## src/design/bitmap_slot_allocator_assert.svh

```systemverilog
// assertion macros used by the allocator sequencer
`ifndef BITMAP_SLOT_ALLOCATOR_ASSERT_SVH
`define BITMAP_SLOT_ALLOCATOR_ASSERT_SVH

// same-cycle implication, clocked on clk, off during reset
`define BSA_ASSERT_NOW(lbl, ante, cons, msg) \
  lbl: assert property (@(posedge clk) disable iff (!rst_n) (ante) |-> (cons)) \
    else $error(msg);

// next-cycle implication, clocked on clk, off during reset
`define BSA_ASSERT_NEXT(lbl, ante, cons, msg) \
  lbl: assert property (@(posedge clk) disable iff (!rst_n) (ante) |=> (cons)) \
    else $error(msg);

`endif

```

## src/design/bsa_pkg.sv

```systemverilog
// types and constants shared by the bitmap slot allocator
package bsa_pkg;

  localparam int WORD_W = 32;
  localparam int BIT_W  = 5;

  localparam int OP_W   = 2;
  localparam int ELEM_W = 17;
  localparam int FIRST_W = 16;
  localparam int COUNT_W = 11;
  localparam int DATA_W  = 32;
  localparam int ADDR_W  = 3;

  localparam logic REG_FIRST = 1'b0;
  localparam logic REG_COUNT = 1'b1;

  localparam logic [FIRST_W-1:0] FIRST_RESET = 16'd0;
  localparam logic [COUNT_W-1:0] COUNT_RESET = 11'd1024;

  typedef enum logic [OP_W-1:0] {
    OP_QUERY  = 2'd0,
    OP_OCCUPY = 2'd1,
    OP_ALLOC  = 2'd2,
    OP_FREE   = 2'd3
  } op_t;

  typedef struct packed {
    logic             access;
    op_t              op;
    logic [BIT_W-1:0] acc_bit;
    logic             inject;
    logic [BIT_W-1:0] start_bit;
    logic [BIT_W-1:0] last_bit;
  } cell_ctl_t;

  typedef struct packed {
    logic             found;
    logic             fail;
    logic             rd_busy;
    logic [BIT_W-1:0] hit_bit;
  } cell_rsp_t;

endpackage

```

## src/design/bsa_cell.sv

```systemverilog
// one cell of the chain: 32 busy bits and the hop of the search token
module bsa_cell #(
  parameter int WIDX_W = 5,
  parameter int IDX    = 0
) (
  input  logic                  clk,
  input  logic                  rst_n,
  input  bsa_pkg::cell_ctl_t    ctl,
  input  logic [WIDX_W-1:0]     acc_word,
  input  logic [WIDX_W-1:0]     start_word,
  input  logic [WIDX_W-1:0]     last_word,
  input  logic                  tok_in,
  output bsa_pkg::cell_rsp_t    rsp,
  output logic                  tok_fwd,
  output logic                  tok_wrap
);
  import bsa_pkg::*;

  localparam logic [WIDX_W-1:0] MY_IDX = WIDX_W'(IDX);

  logic [WORD_W-1:0] word_r, word_nxt;
  logic              tok_r, tok_nxt;
  logic              fresh_r, fresh_nxt;

  logic              is_start;
  logic              is_last;
  logic              sel;
  logic              final_visit;
  logic              pass;
  logic [WORD_W-1:0] rng_mask;
  logic [WORD_W-1:0] lap_mask;
  logic [WORD_W-1:0] cand;
  logic [BIT_W-1:0]  pick;

  always_comb begin
    is_start = (start_word == MY_IDX);
    is_last  = (last_word == MY_IDX);
    sel      = ctl.access && (acc_word == MY_IDX);

    for (int j = 0; j < WORD_W; j++) begin
      rng_mask[j] = (MY_IDX < last_word) || (is_last && (BIT_W'(j) <= ctl.last_bit));
      if (fresh_r) begin
        lap_mask[j] = (BIT_W'(j) >= ctl.start_bit);
      end else if (is_start) begin
        lap_mask[j] = (BIT_W'(j) < ctl.start_bit);
      end else begin
        lap_mask[j] = 1'b1;
      end
    end

    cand = ~word_r & rng_mask & lap_mask & {WORD_W{tok_r}};

    pick = '0;
    for (int j = WORD_W - 1; j >= 0; j--) begin
      if (cand[j]) begin
        pick = BIT_W'(j);
      end
    end

    final_visit = tok_r && !fresh_r && is_start;
    pass        = tok_r && !(|cand) && !final_visit;
    tok_fwd     = pass && !is_last;
    tok_wrap    = pass && is_last;

    rsp.found   = |cand;
    rsp.fail    = final_visit && !(|cand);
    rsp.rd_busy = sel && word_r[ctl.acc_bit];
    rsp.hit_bit = (|cand) ? pick : '0;

    word_nxt = word_r;
    if (sel) begin
      case (ctl.op)
        OP_OCCUPY: word_nxt[ctl.acc_bit] = 1'b1;
        OP_FREE:   word_nxt[ctl.acc_bit] = 1'b0;
        default:   word_nxt = word_r;
      endcase
    end
    if (|cand) begin
      word_nxt[pick] = 1'b1;
    end

    fresh_nxt = ctl.inject && is_start;
    tok_nxt   = fresh_nxt || tok_in;
  end

  always_ff @(posedge clk) begin
    if (!rst_n) begin
      word_r  <= '0;
      tok_r   <= 1'b0;
      fresh_r <= 1'b0;
    end else begin
      word_r  <= word_nxt;
      tok_r   <= tok_nxt;
      fresh_r <= fresh_nxt;
    end
  end

endmodule

```

## config.mk

```make
export PLATFORM = sky130hd
export DESIGN_NAME = bsa_cell
export DESIGN_NICKNAME = d
export VERILOG_FILES = /design/src/design/bitmap_slot_allocator_assert.svh /design/src/design/bsa_pkg.sv /design/src/design/bsa_cell.sv
export SDC_FILE = /design/constraint.sdc
export NUM_CORES = 1
export LEC_CHECK = 0
export ABC_AREA = 1
export BUFFER_PORTS_ARGS = -buffer_cell sky130_fd_sc_hd__buf_2
export CORE_MARGIN = 8
export CORE_UTILIZATION = 44
export DETAILED_ROUTE_END_ITERATION = 8
export MAX_ROUTING_LAYER = met4
export PLACE_DENSITY_LB_ADDON = 0.2
export SYNTH_ARGS = -nofsm -noshare
export SYNTH_HDL_FRONTEND = slang
export SYNTH_SLANG_ARGS = --single-unit
```

## constraint.sdc

```tcl
create_clock -name clk -period 3.9 [get_ports clk]
set_clock_uncertainty 0.1 [all_clocks]
set_input_delay 0.195 -clock clk [delete_from_list [all_inputs] [get_ports clk]]
set_output_delay 0.195 -clock clk [all_outputs]
set_load 0.05 [all_outputs]
```

==> results of run 1 <==
[state kept, by name, indices dropped and copies added (netlist names)]
name / flops
fresh_r: 1
tok_r: 1
word_r: 32
[how the worst min path moves through the flow]
stage,startpoint,to,cells past startpoint
finish,tok_in,tok_r,3
global route,tok_in,tok_r,3
CTS,tok_in,tok_r,3
detailed placement,tok_in,tok_r,3
global placement,tok_in,tok_r,3
floorplan,tok_in,tok_r,2
[repair_timing]
| item | in CTS | in global routing |
|---|---|---|
| hold endpoints to repair | 0 | 0 |
| endpoints found under the setup margin | 0 | 28 |
| gates resized for setup | 0 | 12 |
| hold buffers | 0 | 0 |
[metal layers]
metal | wire [um] | track usage | share of wire | vias up
met1 | 6229 | 0.3197 | 0.43 | 2136
met3 | 1030 | 0.03899 | 0.071 | 45
met4 | 532 | 0.1085 | 0.037 | 0
li1 | - | - | - | 2349
met2 | 6773 | 0.4201 | 0.47 | 222
met5 | 0 | - | 0 | -
[through the flow]
| stage | utilization | instance area (sq um) | instances |
|---|---|---|---|
| 2_1_floorplan | - | 3641 | 680 |
| 6_report | 0.5095 | 4144 | 831 |
| 4_1_cts | 0.5045 | 4104 | 831 |
| 5_1_grt | 0.5095 | 4144 | 831 |
| 3_3_place_gp | 0.4933 | 4013 | 823 |
| 3_5_place_dp | 0.4933 | 4013 | 823 |
[layout make-up]
type | instances | area (sq um) | area share
Tap cell | 105 | 131.4 | 0.03170
Clock inverter | 1 | 5.005 | 0.001208
Multi-Input combinational cell | 511 | 2454 | 0.5921
Sequential cell | 34 | 681.9 | 0.1646
Timing Repair Buffer | 60 | 359.1 | 0.08665
Clock buffer | 7 | 86.33 | 0.02083
Inverter | 113 | 426.7 | 0.1030
[power groups by stage]
stage          logic [W]  clock network (W)  registers (W)
2_1_floorplan   0.000241                  0       0.000372
3_3_place_gp    0.000352                  0       0.000376
3_5_place_dp    0.000351                  0       0.000377
4_1_cts         0.000352           0.000295       0.000368
5_1_grt         0.000396           0.000310       0.000370
6_report        0.000360           0.000292       0.000369
[worst reg2reg max path, stage by stage, from the launching register on]
cell	delay, ns
dfxtp_2	0.35
inv_4	0.14
nand4_4	0.23
buf_4	0.26
nor2_1	0.09
inv_1	0.12
nor2_1	0.20
inv_1	0.08
o2111ai_1	0.29
nand2_1	0.12
nor2_1	0.16
nand2_1	0.09
nor2_1	0.11
inv_1	0.07
nor2_1	0.25
nand2_1	0.12
nor2_1	0.28
nand4_1	0.15
a21oi_1	0.15
[layout by cell type (no fill, tap or decap), drive strengths merged, types with 5 or more instances in the layout]
| cell | instances |
|---|---|
| a31oi | 5 |
| nand2 | 172 |
| o2111ai | 6 |
| a22oi | 8 |
| buf | 57 |
| nor2 | 92 |
| nand4 | 20 |
| nor4 | 11 |
| nor3 | 24 |
| a21oi | 56 |
| nand3 | 35 |
| clkbuf | 10 |
| o21ai | 55 |
| dfxtp | 34 |
| o211ai | 9 |
| inv | 112 |
[synthesized netlist by cell type, drive strengths merged]
cell type,n
o22ai,1
o221ai,2
o311ai,1
a221oi,2
a211o,1
clkbuf,10
nand3b,1
nand2,172
nor2,92
nor4,11
nand3,35
o211ai,9
a31oi,5
buf,12
o2111ai,6
o31ai,1
a21oi,56
a211oi,2
a22o,1
and3,2
dfxtp,34
a41oi,1
o21ai,55
nand4,20
nor3,24
a22oi,8
inv,112
and2,2
clkinv,1
or4,1
[cells by family after synthesis]
group | synth area share
compound gates | 0.2378
buf+inv | 0.1478
flops | 0.1869
simple gates | 0.4275
==> flow_metrics.env, run 1 <==
export IMPL_status="finished, final reports clean"
export IMPL_io_buffers=46
export IMPL_rsz0062_at_grt="no"
export IMPL_globalRouteOverflowTotal=0
export IMPL_finalHoldViolations=0
export IMPL_nets=762
export IMPL_syn_nets=717
export IMPL_finalWirelength_mm=14.57
export IMPL_p_seq_frac=0.362
export IMPL_tightest_slew_ns=0.9759
export IMPL_clkPwrFrac=0.286
export IMPL_cpMaxStageDelayCell="or4_1"
export IMPL_vias_per_cell=5.718
export IMPL_cts_root_buf="clkbuf_8"
export IMPL_drt_iter0_drc=313
export IMPL_syn_to_final_growth_pct=13.81
export IMPL_pre_cts_ws_ns=0.1316
export IMPL_worst_path_stages=16
export IMPL_setup_viol=0
export IMPL_critPathCapture="rsp[1]"
export IMPL_ys_warn_count=0
export IMPL_vias=4752
export IMPL_grt_first_pass_wirelength_mm=23.22
export IMPL_num_rows=33
export IMPL_cp_required_ns=3.61
export IMPL_critPathCaptureType="output pin"
export IMPL_dieArea_sq_um=11440
export IMPL_slew_violations=0
export IMPL_grt_pass1_vias=4439
export IMPL_start_util=0.4476
export IMPL_worst_r2r_setup_slack_ns=0.44
export IMPL_crit_family="simple AND/OR/NAND/NOR gates"
export IMPL_clk_path_buf_depth=2
export IMPL_clkSlewWorstSetupHoldPaths_ns=0.09
export IMPL_cts_tree="done"
export IMPL_combPwrFrac=0.352
export IMPL_start_kind="flop"
export IMPL_post_cts_buffers=0
export IMPL_synth_top_area_cell="dfxtp_1"
export IMPL_insertion_delay_ns=0.30
export IMPL_fmax_mhz=279.4
export IMPL_power_density_nw_per_um2=246.3
export IMPL_ioPinCount=47
export IMPL_synthesis_area_sq_um=3641
export IMPL_dr_pass1_iters=5
export IMPL_leakage_nw=1.728
export IMPL_synth_seq_cells=34
export IMPL_postSynthCellCount=680
export IMPL_period_share=0.9178
export IMPL_hpwl_mm=11.64
export IMPL_clock_sinks=34
export IMPL_syn_avg_cell_area_sq_um=5.354
export IMPL_fin_ws_ns=0.3207
export IMPL_num_antenna_cells=0
export IMPL_drive_gt1_frac=0.1185
export IMPL_gp_congestion=1.020
export IMPL_ys_seq_area_frac=0.1869
export IMPL_hold_class="in -> reg"
export IMPL_drtAntennaViolNets=0
export IMPL_fp_dieW_um=107.0
export IMPL_p_switching_w=0.0004126
export IMPL_critical_path_class="reg -> out"
export IMPL_avgRoutedWirePerCell_um=17.53
export IMPL_internal_power_w=0.0006083
export IMPL_grt_max_degree=33
export IMPL_reg2reg_to="word_r[29]"
export IMPL_cts_buffers=5
export IMPL_ir_drop_mv=0.1699
export IMPL_post_route_min_period_ns=3.579
export IMPL_synth_top_area_share=0.1869
export IMPL_track_usage=0.2613
export IMPL_grt_antenna_before_repair=0
export IMPL_r2r_cells=18
export IMPL_max_cap_violations=0
export IMPL_fin_tns_setup_ns=0
export IMPL_critPathMaxFanout=14
export IMPL_critPathArrivalTime_ns=3.28
export IMPL_finalPower_w=0.001021
export IMPL_core_area_sq_um=8134
export IMPL_reg2reg_from="fresh_r"
export IMPL_cp_startpoint="fresh_r"
export IMPL_switching_share=0.4041
export IMPL_drc=0
export IMPL_holdWs_ns=0.009380
export IMPL_cp_buffers_inverters=4
export IMPL_die_height_um=107.0
export IMPL_nFillCells=934
export IMPL_max_stage_delay_ns=0.51
export IMPL_yosys_cell_types_count=40
export IMPL_h_tree_depth=2
export IMPL_crit_path_cell_trace="buf_6 -> nand2_2 -> nor2_1 -> a21oi_1 -> o21ai_1 -> or4_1 -> nand2_1 -> o211ai_1 -> a31oi_1 -> o21ai_0 -> a21oi_1 -> o21ai_0 -> nand2_1 -> clkinv_1 -> buf_12 -> buf_2"
export IMPL_synthTopCellsByArea="dfxtp_1, nand2_1, inv_1"
export IMPL_max_slew_margin=0.3487
Power figures use the tool's default switching activity.
==> inputs of run 2 (changes only) <==
--- a/constraint.sdc
+++ b/constraint.sdc
@@ -4,2 +4,2 @@
 set_output_delay 0.195 -clock clk [all_outputs]
-set_load 0.05 [all_outputs]
+set_load 0.01 [all_outputs]
==> run 2 against run 1 <==
Compared with the run above: worst setup slack better by 0.030 ns; sequential share of layout area about the same; cell count up 0.12%; fmax up 0.86%; worst hold slack better by 0.021 ns; largest power group unchanged; core utilization up 0.12 points; global-route usage up 0.32 points; register-to-register slack about the same; highest routed layer unchanged; critical endpoint is now rsp[6].
==> flow_metrics.env, run 2 (synthesized netlist as in run 1, its figures left out) <==
export IMPL_clkSlewWorstSetupHoldPaths_ns=0.08
export IMPL_cts_buffers=5
export IMPL_hpwl_mm=11.99
export IMPL_max_slew_margin=0.2689
export IMPL_drive_gt1_frac=0.1197
export IMPL_setup_viol=0
export IMPL_stdcell_area_sq_um=4154
export IMPL_avgRoutedWirePerCell_um=17.75
export IMPL_cts_root_buf="clkbuf_8"
export IMPL_post_cts_buffers=0
export IMPL_tightest_slew_ns=1.088
export IMPL_dr_pass1_iters=5
export IMPL_die_height_um=107.0
export IMPL_clock_sinks=34
export IMPL_mostFrequentLayoutCell="nand2_1"
export IMPL_h_tree_depth=2
export IMPL_reg_top3="word_r x32, fresh_r x1, tok_r x1"
export IMPL_holdWs_ns=0.03030
export IMPL_max_stage_delay_ns=0.36
export IMPL_core_area_sq_um=8134
export IMPL_crit_path_frequent_cell="nor2_1"
export IMPL_grt_antenna_before_repair=0
export IMPL_fin_util=0.5107
export IMPL_insertion_delay_ns=0.29
export IMPL_fmax_mhz=281.8
export IMPL_vias_per_cell=5.728
export IMPL_hold_class="in -> reg"
export IMPL_post_route_min_period_ns=3.549
export IMPL_final_cell_mix="nand2_1, inv_1, nor2_1, a21oi_1, o21ai_0"
export IMPL_drt_iter0_drc=376
export IMPL_gp_congestion=1.102
export IMPL_cpMaxStageDelayCell="nand3_1"
export IMPL_largest_reg_flops=32
export IMPL_finalHoldViolations=0
export IMPL_ioPinCount=47
export IMPL_leakage_nw=1.737
export IMPL_vias=4766
export IMPL_instances_no_fill=832
export IMPL_period_share=0.9100
export IMPL_clk_path_buf_depth=2
export IMPL_start_kind="primary input"
export IMPL_cp_required_ns=3.61
export IMPL_io_buffers=46
export IMPL_num_antenna_cells=0
export IMPL_start_util=0.4476
export IMPL_cts_tree="done"
export IMPL_drc=0
export IMPL_slew_violations=0
export IMPL_grt_pass1_vias=4256
export IMPL_critical_path_class="in -> out"
export IMPL_critPathArrivalTime_ns=3.25
export IMPL_globalRouteOverflowTotal=0
export IMPL_status="finished, final reports clean"
export IMPL_track_usage=0.2645
export IMPL_nets=763
export IMPL_dieArea_sq_um=11440
export IMPL_max_cap_violations=0
export IMPL_fp_dieW_um=107.0
export IMPL_finalWirelength_mm=14.77
export IMPL_ir_drop_mv=0.2473
export IMPL_dpl_cell_area_sq_um=4000
export IMPL_syn_to_final_growth_pct=14.09
export IMPL_finalPower_w=0.0009836
export IMPL_crit_path_cell_trace="buf_2 -> nor2_1 -> nand3_1 -> nor2_4 -> inv_1 -> nor2_1 -> o21ai_0 -> o211ai_1 -> nand2_1 -> nor2_1 -> nand2_1 -> nor2_1 -> inv_1 -> nor2_1 -> inv_1 -> nor3_1 -> buf_2"
export IMPL_grt_max_degree=33
export IMPL_num_rows=33
export IMPL_drtAntennaViolNets=0
export IMPL_critPathMaxFanout=10
export IMPL_critPathCaptureType="output pin"
export IMPL_place_inst=823
export IMPL_regMostFlops="word_r"
export IMPL_power_density_nw_per_um2=236.8
export IMPL_grt_first_pass_wirelength_mm=23.21
run 2: changes by cell type in the layout (fill, tap and decap cells not counted), sizes merged:
| cell | change |
|---|---|
| dlygate4sd3 | +1 |
| clkbuf | -3 |
| buf | +3 |
run 2: worst max-delay path, delay by kind of cell:
| family | cells | cell delay (ns) |
|---|---|---|
| AND/OR/NAND/NOR | 10 | 2.05 |
| buffers and inverters | 5 | 0.53 |
| AO/OA/AOI/OAI | 2 | 0.47 |
run 2: through the flow:
step / setup TNS, ns / setup slack, ns
finish: 0 / 0.3511
detailed placement: -0.09581 / -0.05505
CTS: 0 / 0.1169
global route: -0.01454 / -0.01454
global placement: -3.420 / -0.2298
floorplan: 0 / 1.064
run 2: power by group:
group	leakage [nW]	internal (W)	switching, W
registers	0.276	0.000358	0.0000106
clock network	0.0482	0.000143	0.000141
logic	1.41	0.000102	0.000228
run 2: area by class of cell:
class / instances / area [sq um]
multi-input combinational: 511 / 2474
timing repair buffer: 61 / 349.1
sequential: 34 / 681.9
clock buffer: 7 / 86.33
inverter: 113 / 426.7
tap: 105 / 131.4
clock inverter: 1 / 5.005
fill: 890 / 3980
run 2: worst paths after layout:
path	start	end	slack, ns	cells past startpoint
hold / removal	ctl[10]	fresh_r	0.03	3
setup reg to reg	fresh_r	word_r[25]	0.44	18
setup / recovery	last_word[4]	rsp[6]	0.35	17
hold reg to reg	word_r[1]	word_r[1]	0.47	2
run 2: timing repair:
action | 4_1_cts | 5_1_grt
endpoints found under the setup margin | 0 | 22
endpoints found under the hold margin | 1 | 0
resized for setup | 0 | 14
hold buffers | 1 | 0
run 2: routing by layer:
layer	part of all wire	up-vias	track usage	wire length, um
li1	-	2349	-	-
met1	0.39	2106	0.3086	5781
met2	0.46	262	0.4223	6792
met3	0.097	49	0.05099	1439
met4	0.051	0	0.1397	753
met5	0	-	-	0
