`config.mk`:
```
export PLATFORM = sky130hd
export DESIGN_NAME = bsa_ctrl
export DESIGN_NICKNAME = d
export VERILOG_FILES = /design/src/design/bsa_pkg.sv /design/src/design/bsa_ctrl.sv
export VERILOG_INCLUDE_DIRS = /design/src /design/src/design
export SDC_FILE = /design/constraint.sdc
export NUM_CORES = 1
export LEC_CHECK = 0
export BUFFER_PORTS_ARGS = -buffer_cell sky130_fd_sc_hd__clkbuf_2
export CAP_MARGIN = 0
export CORE_MARGIN = 8
export CORE_UTILIZATION = 40
export DETAILED_ROUTE_END_ITERATION = 10
export HOLD_SLACK_MARGIN = 0.05
export PLACE_DENSITY_LB_ADDON = 0.15
export SLEW_MARGIN = 25
export SYNTH_ARGS = -nofsm -noshare
export SYNTH_HDL_FRONTEND = slang
export SYNTH_SLANG_ARGS = --single-unit
```
`constraint.sdc`:
```
create_clock -name clk -period 10.2 [get_ports clk]
set_input_delay 1.53 -clock clk [delete_from_list [all_inputs] [get_ports clk]]
set_output_delay 1.53 -clock clk [all_outputs]
set_load 0.01 [all_outputs]
```
`src/design/bitmap_slot_allocator_assert.svh`:
```
// assertion macros used by the allocator sequencer
`ifndef BITMAP_SLOT_ALLOCATOR_ASSERT_SVH
`define BITMAP_SLOT_ALLOCATOR_ASSERT_SVH

// same-cycle implication, clocked on clk, off during reset
`define BSA_ASSERT_NOW(lbl, ante, cons, msg) \
  lbl: assert property (@(posedge clk) disable iff (!rst_n) (ante) |-> (cons)) \
    else $error(msg);

// next-cycle implication, clocked on clk, off during reset
`define BSA_ASSERT_NEXT(lbl, ante, cons, msg) \
  lbl: assert property (@(posedge clk) disable iff (!rst_n) (ante) |=> (cons)) \
    else $error(msg);

`endif

```
`src/design/bsa_pkg.sv`:
```
// types and constants shared by the bitmap slot allocator
package bsa_pkg;

  localparam int WORD_W = 32;
  localparam int BIT_W  = 5;

  localparam int OP_W   = 2;
  localparam int ELEM_W = 17;
  localparam int FIRST_W = 16;
  localparam int COUNT_W = 11;
  localparam int DATA_W  = 32;
  localparam int ADDR_W  = 3;

  localparam logic REG_FIRST = 1'b0;
  localparam logic REG_COUNT = 1'b1;

  localparam logic [FIRST_W-1:0] FIRST_RESET = 16'd0;
  localparam logic [COUNT_W-1:0] COUNT_RESET = 11'd1024;

  typedef enum logic [OP_W-1:0] {
    OP_QUERY  = 2'd0,
    OP_OCCUPY = 2'd1,
    OP_ALLOC  = 2'd2,
    OP_FREE   = 2'd3
  } op_t;

  typedef struct packed {
    logic             access;
    op_t              op;
    logic [BIT_W-1:0] acc_bit;
    logic             inject;
    logic [BIT_W-1:0] start_bit;
    logic [BIT_W-1:0] last_bit;
  } cell_ctl_t;

  typedef struct packed {
    logic             found;
    logic             fail;
    logic             rd_busy;
    logic [BIT_W-1:0] hit_bit;
  } cell_rsp_t;

endpackage

```
`src/design/bsa_ctrl.sv`:
```
// sequencer: range check, token launch, result and cursor update
`include "bitmap_slot_allocator_assert.svh"

module bsa_ctrl #(
  parameter int WIDX_W = 5,
  parameter int CNT_W  = 11
) (
  input  logic                        clk,
  input  logic                        rst_n,
  input  logic                        start,
  output logic                        busy,
  input  logic [bsa_pkg::OP_W-1:0]    in_operation,
  input  logic [bsa_pkg::ELEM_W-1:0]  in_element,
  output logic                        out_valid,
  output logic                        out_ok,
  output logic [bsa_pkg::ELEM_W-1:0]  out_granted_element,
  input  logic [bsa_pkg::FIRST_W-1:0] first_element,
  input  logic [CNT_W-1:0]            live_n,
  input  logic [bsa_pkg::BIT_W-1:0]   last_bit,
  input  bsa_pkg::cell_rsp_t          chain_rsp,
  input  logic [WIDX_W-1:0]           found_word,
  output bsa_pkg::cell_ctl_t          ctl,
  output logic [WIDX_W-1:0]           acc_word,
  output logic [WIDX_W-1:0]           start_word
);
  import bsa_pkg::*;

  localparam int SLOT_W = WIDX_W + BIT_W;

  typedef enum logic [2:0] {
    S_IDLE,
    S_EXEC,
    S_INJECT,
    S_SEARCH,
    S_FINISH
  } state_t;

  state_t              state_r;
  op_t                 op_r;
  logic [ELEM_W-1:0]   elem_r;
  logic [SLOT_W-1:0]   cursor_r;
  logic [SLOT_W-1:0]   start_r;
  logic [SLOT_W-1:0]   hit_r;
  logic                out_valid_r;
  logic                out_ok_r;
  logic [ELEM_W-1:0]   out_granted_r;

  logic [ELEM_W:0]     diff;
  logic                in_range;
  logic [SLOT_W-1:0]   acc_slot;
  logic [SLOT_W-1:0]   start_c;
  logic [31:0]         hit_inc;
  logic [31:0]         grant_sum;
  logic                op_ok;

  always_comb begin
    diff     = {1'b0, elem_r} - {{(ELEM_W + 1 - FIRST_W){1'b0}}, first_element};
    in_range = !diff[ELEM_W] && (32'(diff[ELEM_W-1:0]) < 32'(live_n));
    acc_slot = diff[SLOT_W-1:0];
    start_c  = (32'(cursor_r) < 32'(live_n)) ? cursor_r : '0;
    hit_inc  = 32'(hit_r) + 32'd1;
    grant_sum = 32'(first_element) + 32'(hit_r);

    case (op_r)
      OP_QUERY:  op_ok = !chain_rsp.rd_busy;
      OP_OCCUPY: op_ok = !chain_rsp.rd_busy;
      OP_FREE:   op_ok = chain_rsp.rd_busy;
      default:   op_ok = 1'b0;
    endcase

    ctl.access    = (state_r == S_EXEC) && in_range;
    ctl.op        = op_r;
    ctl.acc_bit   = acc_slot[BIT_W-1:0];
    ctl.inject    = (state_r == S_INJECT) && (live_n != '0);
    ctl.start_bit = start_r[BIT_W-1:0];
    ctl.last_bit  = last_bit;
    acc_word      = acc_slot[SLOT_W-1:BIT_W];
    start_word    = start_r[SLOT_W-1:BIT_W];
  end

  always_ff @(posedge clk) begin
    if (!rst_n) begin
      state_r       <= S_IDLE;
      cursor_r      <= '0;
      out_valid_r   <= 1'b0;
      out_ok_r      <= 1'b0;
      out_granted_r <= '0;
      op_r          <= OP_QUERY;
      elem_r        <= '0;
      start_r       <= '0;
      hit_r         <= '0;
    end else begin
      out_valid_r <= 1'b0;
      case (state_r)
        S_IDLE: begin
          if (start) begin
            op_r    <= op_t'(in_operation);
            elem_r  <= in_element;
            start_r <= start_c;
            state_r <= (op_t'(in_operation) == OP_ALLOC) ? S_INJECT : S_EXEC;
          end
        end
        S_EXEC: begin
          out_valid_r   <= 1'b1;
          out_ok_r      <= in_range && op_ok;
          out_granted_r <= '0;
          state_r       <= S_IDLE;
        end
        S_INJECT: begin
          if (live_n == '0) begin
            out_valid_r   <= 1'b1;
            out_ok_r      <= 1'b0;
            out_granted_r <= '0;
            state_r       <= S_IDLE;
          end else begin
            state_r <= S_SEARCH;
          end
        end
        S_SEARCH: begin
          if (chain_rsp.found) begin
            hit_r   <= {found_word, chain_rsp.hit_bit};
            state_r <= S_FINISH;
          end else if (chain_rsp.fail) begin
            out_valid_r   <= 1'b1;
            out_ok_r      <= 1'b0;
            out_granted_r <= '0;
            state_r       <= S_IDLE;
          end
        end
        S_FINISH: begin
          out_valid_r   <= 1'b1;
          out_ok_r      <= 1'b1;
          out_granted_r <= grant_sum[ELEM_W-1:0];
          cursor_r      <= (hit_inc >= 32'(live_n)) ? '0 : hit_inc[SLOT_W-1:0];
          state_r       <= S_IDLE;
        end
        default: begin
          state_r <= S_IDLE;
        end
      endcase
    end
  end

  assign busy                = (state_r != S_IDLE);
  assign out_valid           = out_valid_r;
  assign out_ok              = out_ok_r;
  assign out_granted_element = out_granted_r;

  `BSA_ASSERT_NOW(a_one_outcome, chain_rsp.found, !chain_rsp.fail, "token both hit and failed")
  `BSA_ASSERT_NOW(a_token_in_search, chain_rsp.found || chain_rsp.fail, state_r == S_SEARCH, "token outcome outside search")
  `BSA_ASSERT_NOW(a_beat_ends_job, out_valid_r, state_r == S_IDLE, "result beat while still busy")
  `BSA_ASSERT_NEXT(a_finish_grants, state_r == S_FINISH, out_valid_r && out_ok_r, "allocate hit gave no grant")

endmodule

```
==> metrics.txt, run 1 <==
outcome completed; synthesized net count 756; Lkg Pwr 2.79 nW; clk sink count 71; post-cts resize count 0; share of the synthesized area in the top cell type 27.9%; peak per-stage delay on the critical path 0.42 ns; height of the chip 129 um; Post-DRT Antenna Nets 0; GRT Overall Usage 18.4%; RSZ-0062 raised after global routing no; Initial Util 40.7%; Yosys Warn Count 0; most common cell after layout, fill and taps aside clkbuf_2; synth-to-layout area growth 18.9%; Fin Setup TNS 0 ns; critical path class in2out; I/O Pins 116; Worst Path Buf+Inv 3; critical-path cell list clkbuf_2 -> ha_1 -> inv_1 -> fa_1 -> a211o_2 -> a21oi_2 -> a21oi_4 -> a31o_4 -> xor2_1 -> ha_1 -> a2111oi_0 -> o21ai_0 -> a21oi_1 -> o2bb2ai_1 -> nor4_2 -> nand3_1 -> nor4_2 -> clkbuf_2; ys async rst share 0%; delay-heaviest family, CP compound AO/OA/AOI/OAI gates; placed instance count 881; # hold bufs at CTS 0; register bit total from synthesis 71; initial antenna violation count 0; CTS tree built; Final WS setup 3.39 ns; Worst setup EP type output port; Yosys cell types 61; Crit path required time 8.67 ns; Peak Freq 147 MHz; Nets 846; RePlAce Congestion 0.836; clk buf depth 2; total gr overflow 0; DR pass1 iterations 4; Syn Area/Cell 8.10 sq um; wire per inst 16.8 um; DP Worst Slack 3.33 ns; Buffers on Ports 105; htree depth 3; PwrDens 138 nW/um^2; Routed WL 15000 um; most common flop cell mapped by yosys dfxtp_1; Max-cap violations 0; Hold/Removal Path Class reg2reg; DRC 0; sequential cell area fraction in the yosys report 27.9%; layout cells sized above 1 19.2%; Synth area leader dfxtp_1; Peak VDD IR 0.0803 mV; final worst-path cycle share 66.8%; DR vias 4774; Clock Latency Late Sink 0.34 ns; HPWL Detailed 12000 um; post-CTS setup buffer count 0; commonest cells after routing, fill and taps aside clkbuf_2, nand2_1, dfxtp_1; Core Region 12500 sq um; Final Max Slew Viols 0; Num CTS Buffers 9; die area 16600 sq um; crit path launch type input pin; cell area after synthesis 5100 sq um; die width 129 um; number of vias per cell 5.32; CTS Root Cell clkbuf_16; post-layout minimum cycle time 6.81 ns; drt initial violations 258; Synth area leaders dfxtp_1, ha_1, nand2_1; final setup fails 0; Rows 41; ANT cells 0; Synth Instances 630; Final Hold Fails 0; measured slew at the worst slew-check pin 0.808 ns; clock skew 0.00508 ns; WP data arrival 5.28 ns; Post-Layout Cell Count 897; number of flops mapped to enable cells by yosys 0; vias in the first global route 4650; Worst path slowest cell fa_1; first-pass GRT wire length 24300 um; CTS clk-pin slew, worst paths 0.05 ns; Slew Limit Headroom 46.0%; CP max FO 4; pin count of the biggest net entering global routing 50
==> registers in the layout (all words and copies together), names as in the netlist <==
register	cells
op_r	2
elem_r	17
out_ok	1
cursor_r	10
state_r	3
hit_r	10
out_granted_element	17
start_r	10
out_valid	1
==> through the flow <==
step           area, sq um  utilization [%]  total power (W)  hold slack [ns]
2_1_floorplan         5100                -         0.000409            0.443
3_3_place_gp          5700             45.5         0.000457            0.440
3_5_place_dp          5700             45.5         0.000460            0.448
4_1_cts               6060             48.4         0.000847            0.461
5_1_grt               6060             48.4         0.000879            0.488
6_report              6060             48.4         0.000837            0.455
==> routing by layer <==
layer / track usage (%) / wire length [um] / vias up
li1: - / - / 2430
met1: 24.2 / 7190 / 2203
met2: 28.4 / 6720 / 129
met3: 4.47 / 931 / 12
met4: 7.19 / 191 / 0
met5: 0 / 0 / -
==> kinds of logic (layout without fill, tap and decap cells) <==
kind of cell    Yosys count  after routing  synth area share, %
compound gates          192            192                 26.2
xor+xnor                 30             30                 5.15
buf+inv                  71            166                 6.35
fa+ha+maj                59             59                 14.8
flops                    71             71                 27.9
simple gates            207            207                 19.7
==> worst min-delay path, stage by stage, from the launching register on <==
cell and delay, ns:
dfxtp_1 0.32, nand2_1 0.04, o21ai_0 0.05
==> path summary, 6_finish.rpt <==
| check | startpoint | to | slack, ns | cells after the start |
|---|---|---|---|---|
| max | first_element[0] | ctl[18] | 3.39 | 18 |
| min | out_granted_element[11] | out_granted_element[11] | 0.45 | 2 |
| max reg2reg | elem_r[0] | out_ok | 6.28 | 17 |
| min reg2reg | out_granted_element[11] | out_granted_element[11] | 0.45 | 2 |
==> cell type report <==
cell class              count  area, sq um
fillers                  1290         6450
multi-input cells         488         3350
repair buffers            108          548
well taps                 172          215
clock inverters             4         98.8
inverters                  42          158
flip-flops and latches     71         1420
clock buffers              12          267
==> cells in the mapped netlist (4+ instances only) <==
| library cell | n |
|---|---|
| o31ai_1 | 6 |
| nand3_1 | 14 |
| ha_1 | 57 |
| buf_4 | 5 |
| or3_1 | 4 |
| nand3b_1 | 4 |
| nor2b_1 | 14 |
| clkbuf_1 | 17 |
| nor2_1 | 19 |
| nand2b_1 | 7 |
| a22oi_1 | 11 |
| dfxtp_1 | 71 |
| a21o_1 | 12 |
| a21oi_1 | 33 |
| nor3_1 | 10 |
| and3_1 | 10 |
| xnor2_1 | 16 |
| o21ai_0 | 45 |
| a21boi_0 | 34 |
| inv_1 | 42 |
| nand2_1 | 102 |
| and2_1 | 7 |
| xor2_1 | 14 |
| a32oi_1 | 18 |
| o21a_1 | 6 |
==> power breakdown <==
group	switching, W	leakage [nW]	internal (W)
sequential	0.00000478	0.575	0.000284
clock	0.000124	0.179	0.000260
combinational	0.0000995	2.04	0.0000650
Note: power is estimated with default switching activity, not from simulation.
==> run 2, diff against run 1 <==
clock period = 6.3 ns   (was 10.2 ns; I/O delays follow)
==> run 2 against run 1 <==
Sequential power grew 62%. Cell count is the same. Sequential share of layout area grew 0.28 points. Routed wire length shrank 0.29%. Utilization shrank 0.58 points. Die area is the same. Global-route usage grew 0.16 points. Total power grew 49%. Critical path type unchanged.
==> metrics.txt, run 2 (synthesized netlist as in run 1, its figures left out) <==
die width 129 um; Num CTS Buffers 9; Routed WL 15000 um; R2R Setup Slk 2.37 ns; ANT cells 0; post-CTS setup buffer count 0; RePlAce Congestion 0.836; met1 Resource Use GR 24.6%; Fillers 1319; critical path class in2out; drt initial violations 257; commonest cells after routing, fill and taps aside clkbuf_2, nand2_1, dfxtp_1; clock skew 0.00578 ns; Rows 41; Final Max Slew Viols 0; pin count of the biggest net entering global routing 50; DRC 0; hold path start out_granted_element[15]; final core occ 47.9%; Clock Latency Late Sink 0.34 ns; DR pass1 iterations 4; Hold/Removal Path Class reg2reg; clk buf depth 2; WP data arrival 4.72 ns; Post-Layout Cell Count 897; htree depth 3; final worst-path cycle share 89.9%; RSZ-0062 raised after global routing no; GRT Max-Usage Layer met2; worst r2r src elem_r[0]; GRT Overall Usage 18.6%; crit path launch type input pin; CTS tree built; DR vias 4783; HPWL Detailed 12000 um; Post-DP Area 5700 sq um; placed instance count 881; vias in the first global route 4785; hold-critical path endpoint out_granted_element[15]; Max-cap violations 0; post-route cell area 5990 sq um; CP max FO 4; Crit path required time 5.35 ns; synth-to-layout area growth 17.4%; initial antenna violation count 0; Final Hold Fails 0; height of the chip 129 um; Peak Freq 177 MHz; Fin Setup TNS 0 ns; Initial Util 40.7%; met2 usage 28.9%; post-cts resize count 0; reg2reg end out_ok; Buffers on Ports 105; clk sink count 71; Lkg Pwr 2.75 nW; final worst hold slack 0.459 ns; met3 Use GR 4.76%; most common cell after layout, fill and taps aside clkbuf_2; Worst setup EP type output port; die area 16600 sq um; measured slew at the worst slew-check pin 0.800 ns; CTS clk-pin slew, worst paths 0.06 ns; Worst Reg-to-Reg Cells 17; Core Region 12500 sq um; layout cells sized above 1 18.8%; final setup fails 0; # hold bufs at CTS 0; CTS Root Cell clkbuf_16; Post-DRT Antenna Nets 0; total gr overflow 0; first-pass GRT wire length 24500 um; multi-input combinational cell area 3350 sq um; sequential cell area 1420 sq um; outcome completed; worst hold stages 2; Slew Limit Headroom 46.5%; number of vias per cell 5.33; I/O Pins 116; Peak VDD IR 0.125 mV; PwrDens 208 nW/um^2; post-layout minimum cycle time 5.66 ns; Nets 846; wire per inst 16.7 um
## run 2: cell types whose count changed in the layout (fill, tap and decap cells not counted), sizes merged
cell	before	now
clkbuf	117	118
clkinv	0	1
clkinvlp	0	1
bufinv	3	1
inv	43	42
## run 2: final cells by class
class | count | area share, %
well taps | 172 | 3.59
clock inverters | 3 | 0.710
multi-input cells | 488 | 56.0
inverters | 42 | 2.63
clock buffers | 13 | 4.18
repair buffers | 108 | 9.15
flip-flops and latches | 71 | 23.7
## run 2: report_power, final
part           leakage [nW]  switching (W)  internal (W)
Combinational          2.04       0.000161      0.000105
Sequential            0.575     0.00000773      0.000460
Clock                 0.140       0.000195      0.000317
Total                  2.75       0.000364      0.000882
## run 2: metrics by stage
stage	setup WS [ns]	power [W]
CTS	0.600	0.00126
global placement	0.753	0.000740
detailed placement	0.603	0.000745
finish	0.639	0.00125
floorplan	1.32	0.000662
global route	0.260	0.00132
## run 2: worst max path at each step
stage | slack [ns] | start | endpoint
after detailed placement | 0.60 | first_element[0] | ctl[18]
after CTS | 0.60 | first_element[0] | ctl[18]
after floorplan | 1.32 | first_element[0] | ctl[18]
after global routing | 0.26 | first_element[0] | ctl[18]
final | 0.64 | first_element[0] | ctl[18]
after global placement | 0.75 | first_element[0] | ctl[18]
## run 2: metal layers
metal	up-vias	wire length (um)
met5	-	0
met4	0	236
met3	15	768
met2	102	6810
met1	2244	7170
li1	2422	-
## run 2: worst max-delay path, cell delays in order
cell and delay, ns:
clkbuf_2 0.11, ha_1 0.17, inv_1 0.06, fa_1 0.42
a211o_2 0.34, a21oi_2 0.26, a21oi_4 0.12, a31o_4 0.27
xor2_1 0.14, ha_1 0.30, a2111oi_0 0.43, o21ai_0 0.15
a21oi_1 0.15, o2bb2ai_1 0.10, nor4_2 0.19, nand3_1 0.18
nor4_2 0.21, clkbuf_2 0.19
==> run 3, diff against run 2 <==
CORE_ASPECT_RATIO = 0.8   (was unset)
RECOVER_POWER = 50   (was unset)
==> run 3 against run 2 <==
The flow now finishes with violations (max-capacitance violations, max-slew violations). Global-route usage is 0.94 points higher. First-iteration DRC count up 26%. Setup slack improved by 0.12 ns. Critical path depth stayed put. Non-clock buffer count decreased by 1. Sequential share of layout area up 0.23 points. Combinational power is 2% higher. Design area decreased by 0.94%. Clock power is 3% lower. Clock skew about the same. Count of clock-buffer cells in the layout down 2. Critical endpoint unchanged.
==> metrics.txt, run 3 (synthesized netlist as in run 1, its figures left out) <==
Peak Freq 180 MHz; WP data arrival 4.60 ns; Worst Reg-to-Reg Cells 17; Nets 845; Num CTS Buffers 9; Max-cap violations 1; ANT cells 0; Fin Setup TNS 0 ns; pin count of the biggest net entering global routing 50; height of the chip 117 um; die area 16600 sq um; number of vias per cell 5.38; Worst path slowest cell fa_1; worst hold stages 2; outcome finished with violations; layout cells sized above 1 14.2%; post-layout minimum cycle time 5.54 ns; commonest cells after routing, fill and taps aside nand2_1, clkbuf_2, dfxtp_1; Crit path required time 5.35 ns; Core Region 12600 sq um; post-route cell area 5930 sq um; post-cts resize count 0; initial antenna violation count 0; Fillers 1262; Lkg Pwr 2.63 nW; most common cell after layout, fill and taps aside nand2_1; measured slew at the worst slew-check pin 1.84 ns; peak per-stage delay on the critical path 0.43 ns; DP Worst Slack 0.762 ns; clk sink count 71; synth-to-layout area growth 16.3%; Rows 37; GRT Overall Usage 19.5%; drt initial violations 323; Final WS setup 0.760 ns; Peak VDD IR 0.139 mV; Final Max Slew Viols 50; clock skew 0.00620 ns; Post-DRT Antenna Nets 0; placed instance count 883; CTS Root Cell clkbuf_16; final worst-path cycle share 87.9%; die width 142 um; HPWL Detailed 12700 um; DR pass1 iterations 5; final core occ 46.9%; DR vias 4832; CP max FO 4; clk buf depth 2; first-pass GRT wire length 25200 um; R2R Setup Slk 2.47 ns; critical path class in2out; PwrDens 209 nW/um^2; Final Hold Fails 0; DRC 0; critical-path cell list clkbuf_2 -> ha_1 -> inv_1 -> fa_1 -> a211o_2 -> a21oi_2 -> a21oi_4 -> a31o_4 -> xor2_1 -> ha_1 -> a2111oi_0 -> o21ai_0 -> a21oi_1 -> o2bb2ai_1 -> nor4_2 -> nand3_1 -> nor4_2 -> clkbuf_2; Clock Latency Late Sink 0.34 ns; CTS clk-pin slew, worst paths 0.06 ns; # hold bufs at CTS 0; RePlAce Congestion 0.869; CTS tree built; Post-Layout Cell Count 898; vias in the first global route 4722; failing checks max-capacitance violations, max-slew violations; wire per inst 17.6 um; Slew Limit Headroom -23.0%; Buffers on Ports 105; Hold/Removal Path Class reg2reg; final setup fails 0; crit path launch type input pin; post-CTS setup buffer count 0; RSZ-0062 raised after global routing no; Worst setup EP type output port; total gr overflow 0; Routed WL 15800 um; I/O Pins 116; htree depth 3; Initial Util 40.4%; Post-DP Area 5690 sq um
run 3: cell types whose count changed in the layout (fill, tap and decap cells not counted):
cell	change
buf_4	-1
clkbuf_1	+31
clkbuf_2	-32
clkbuf_8	-1
clkinv_2	+1
run 3: through the flow:
step / power, W / hold slack, ns
after floorplan: 0.000662 / 0.443
after global placement: 0.000746 / 0.440
after detailed placement: 0.000751 / 0.449
after CTS: 0.00126 / 0.463
after global routing: 0.00131 / 0.475
final: 0.00124 / 0.457
run 3: worst max-delay path: cells and delay by family:
family	cells	cell delay (ns)
and+or+nand+nor	3	0.51
xor gates and xnor gates	1	0.14
AOI/OAI and AO/OA	8	1.75
adders and majority gates	3	0.91
buffers and inverters	3	0.36
run 3: layout make-up:
cell class	instances	area, sq um	share of cell area [%]
clock buffers	11	233	3.92
clock inverters	4	47.5	0.801
inverters	42	158	2.66
multi-input cells	488	3350	56.5
flip-flops and latches	71	1420	24.0
well taps	175	219	3.69
repair buffers	107	500	8.44
run 3: final timing paths:
path,to,startpoint
min,out_granted_element[13],out_granted_element[13]
min reg2reg,out_granted_element[13],out_granted_element[13]
max,ctl[18],first_element[0]
max reg2reg,out_ok,elem_r[0]
run 3: where the power goes:
part / leakage, nW / switching [W] / internal (W)
clock network: 0.135 / 0.000196 / 0.000303
registers: 0.575 / 0.0000105 / 0.000460
logic: 1.92 / 0.000167 / 0.000106
total: 2.63 / 0.000373 / 0.000869
run 3: metal layers:
metal,vias up,routed length [um],part of all wire (%),track usage (%)
li1,2420,-,-,-
met1,2280,7890,50,26.4
met2,128,6950,44,30.3
met3,4,897,5.7,5.55
met4,0,97,0.61,4.14
met5,-,0,0,0
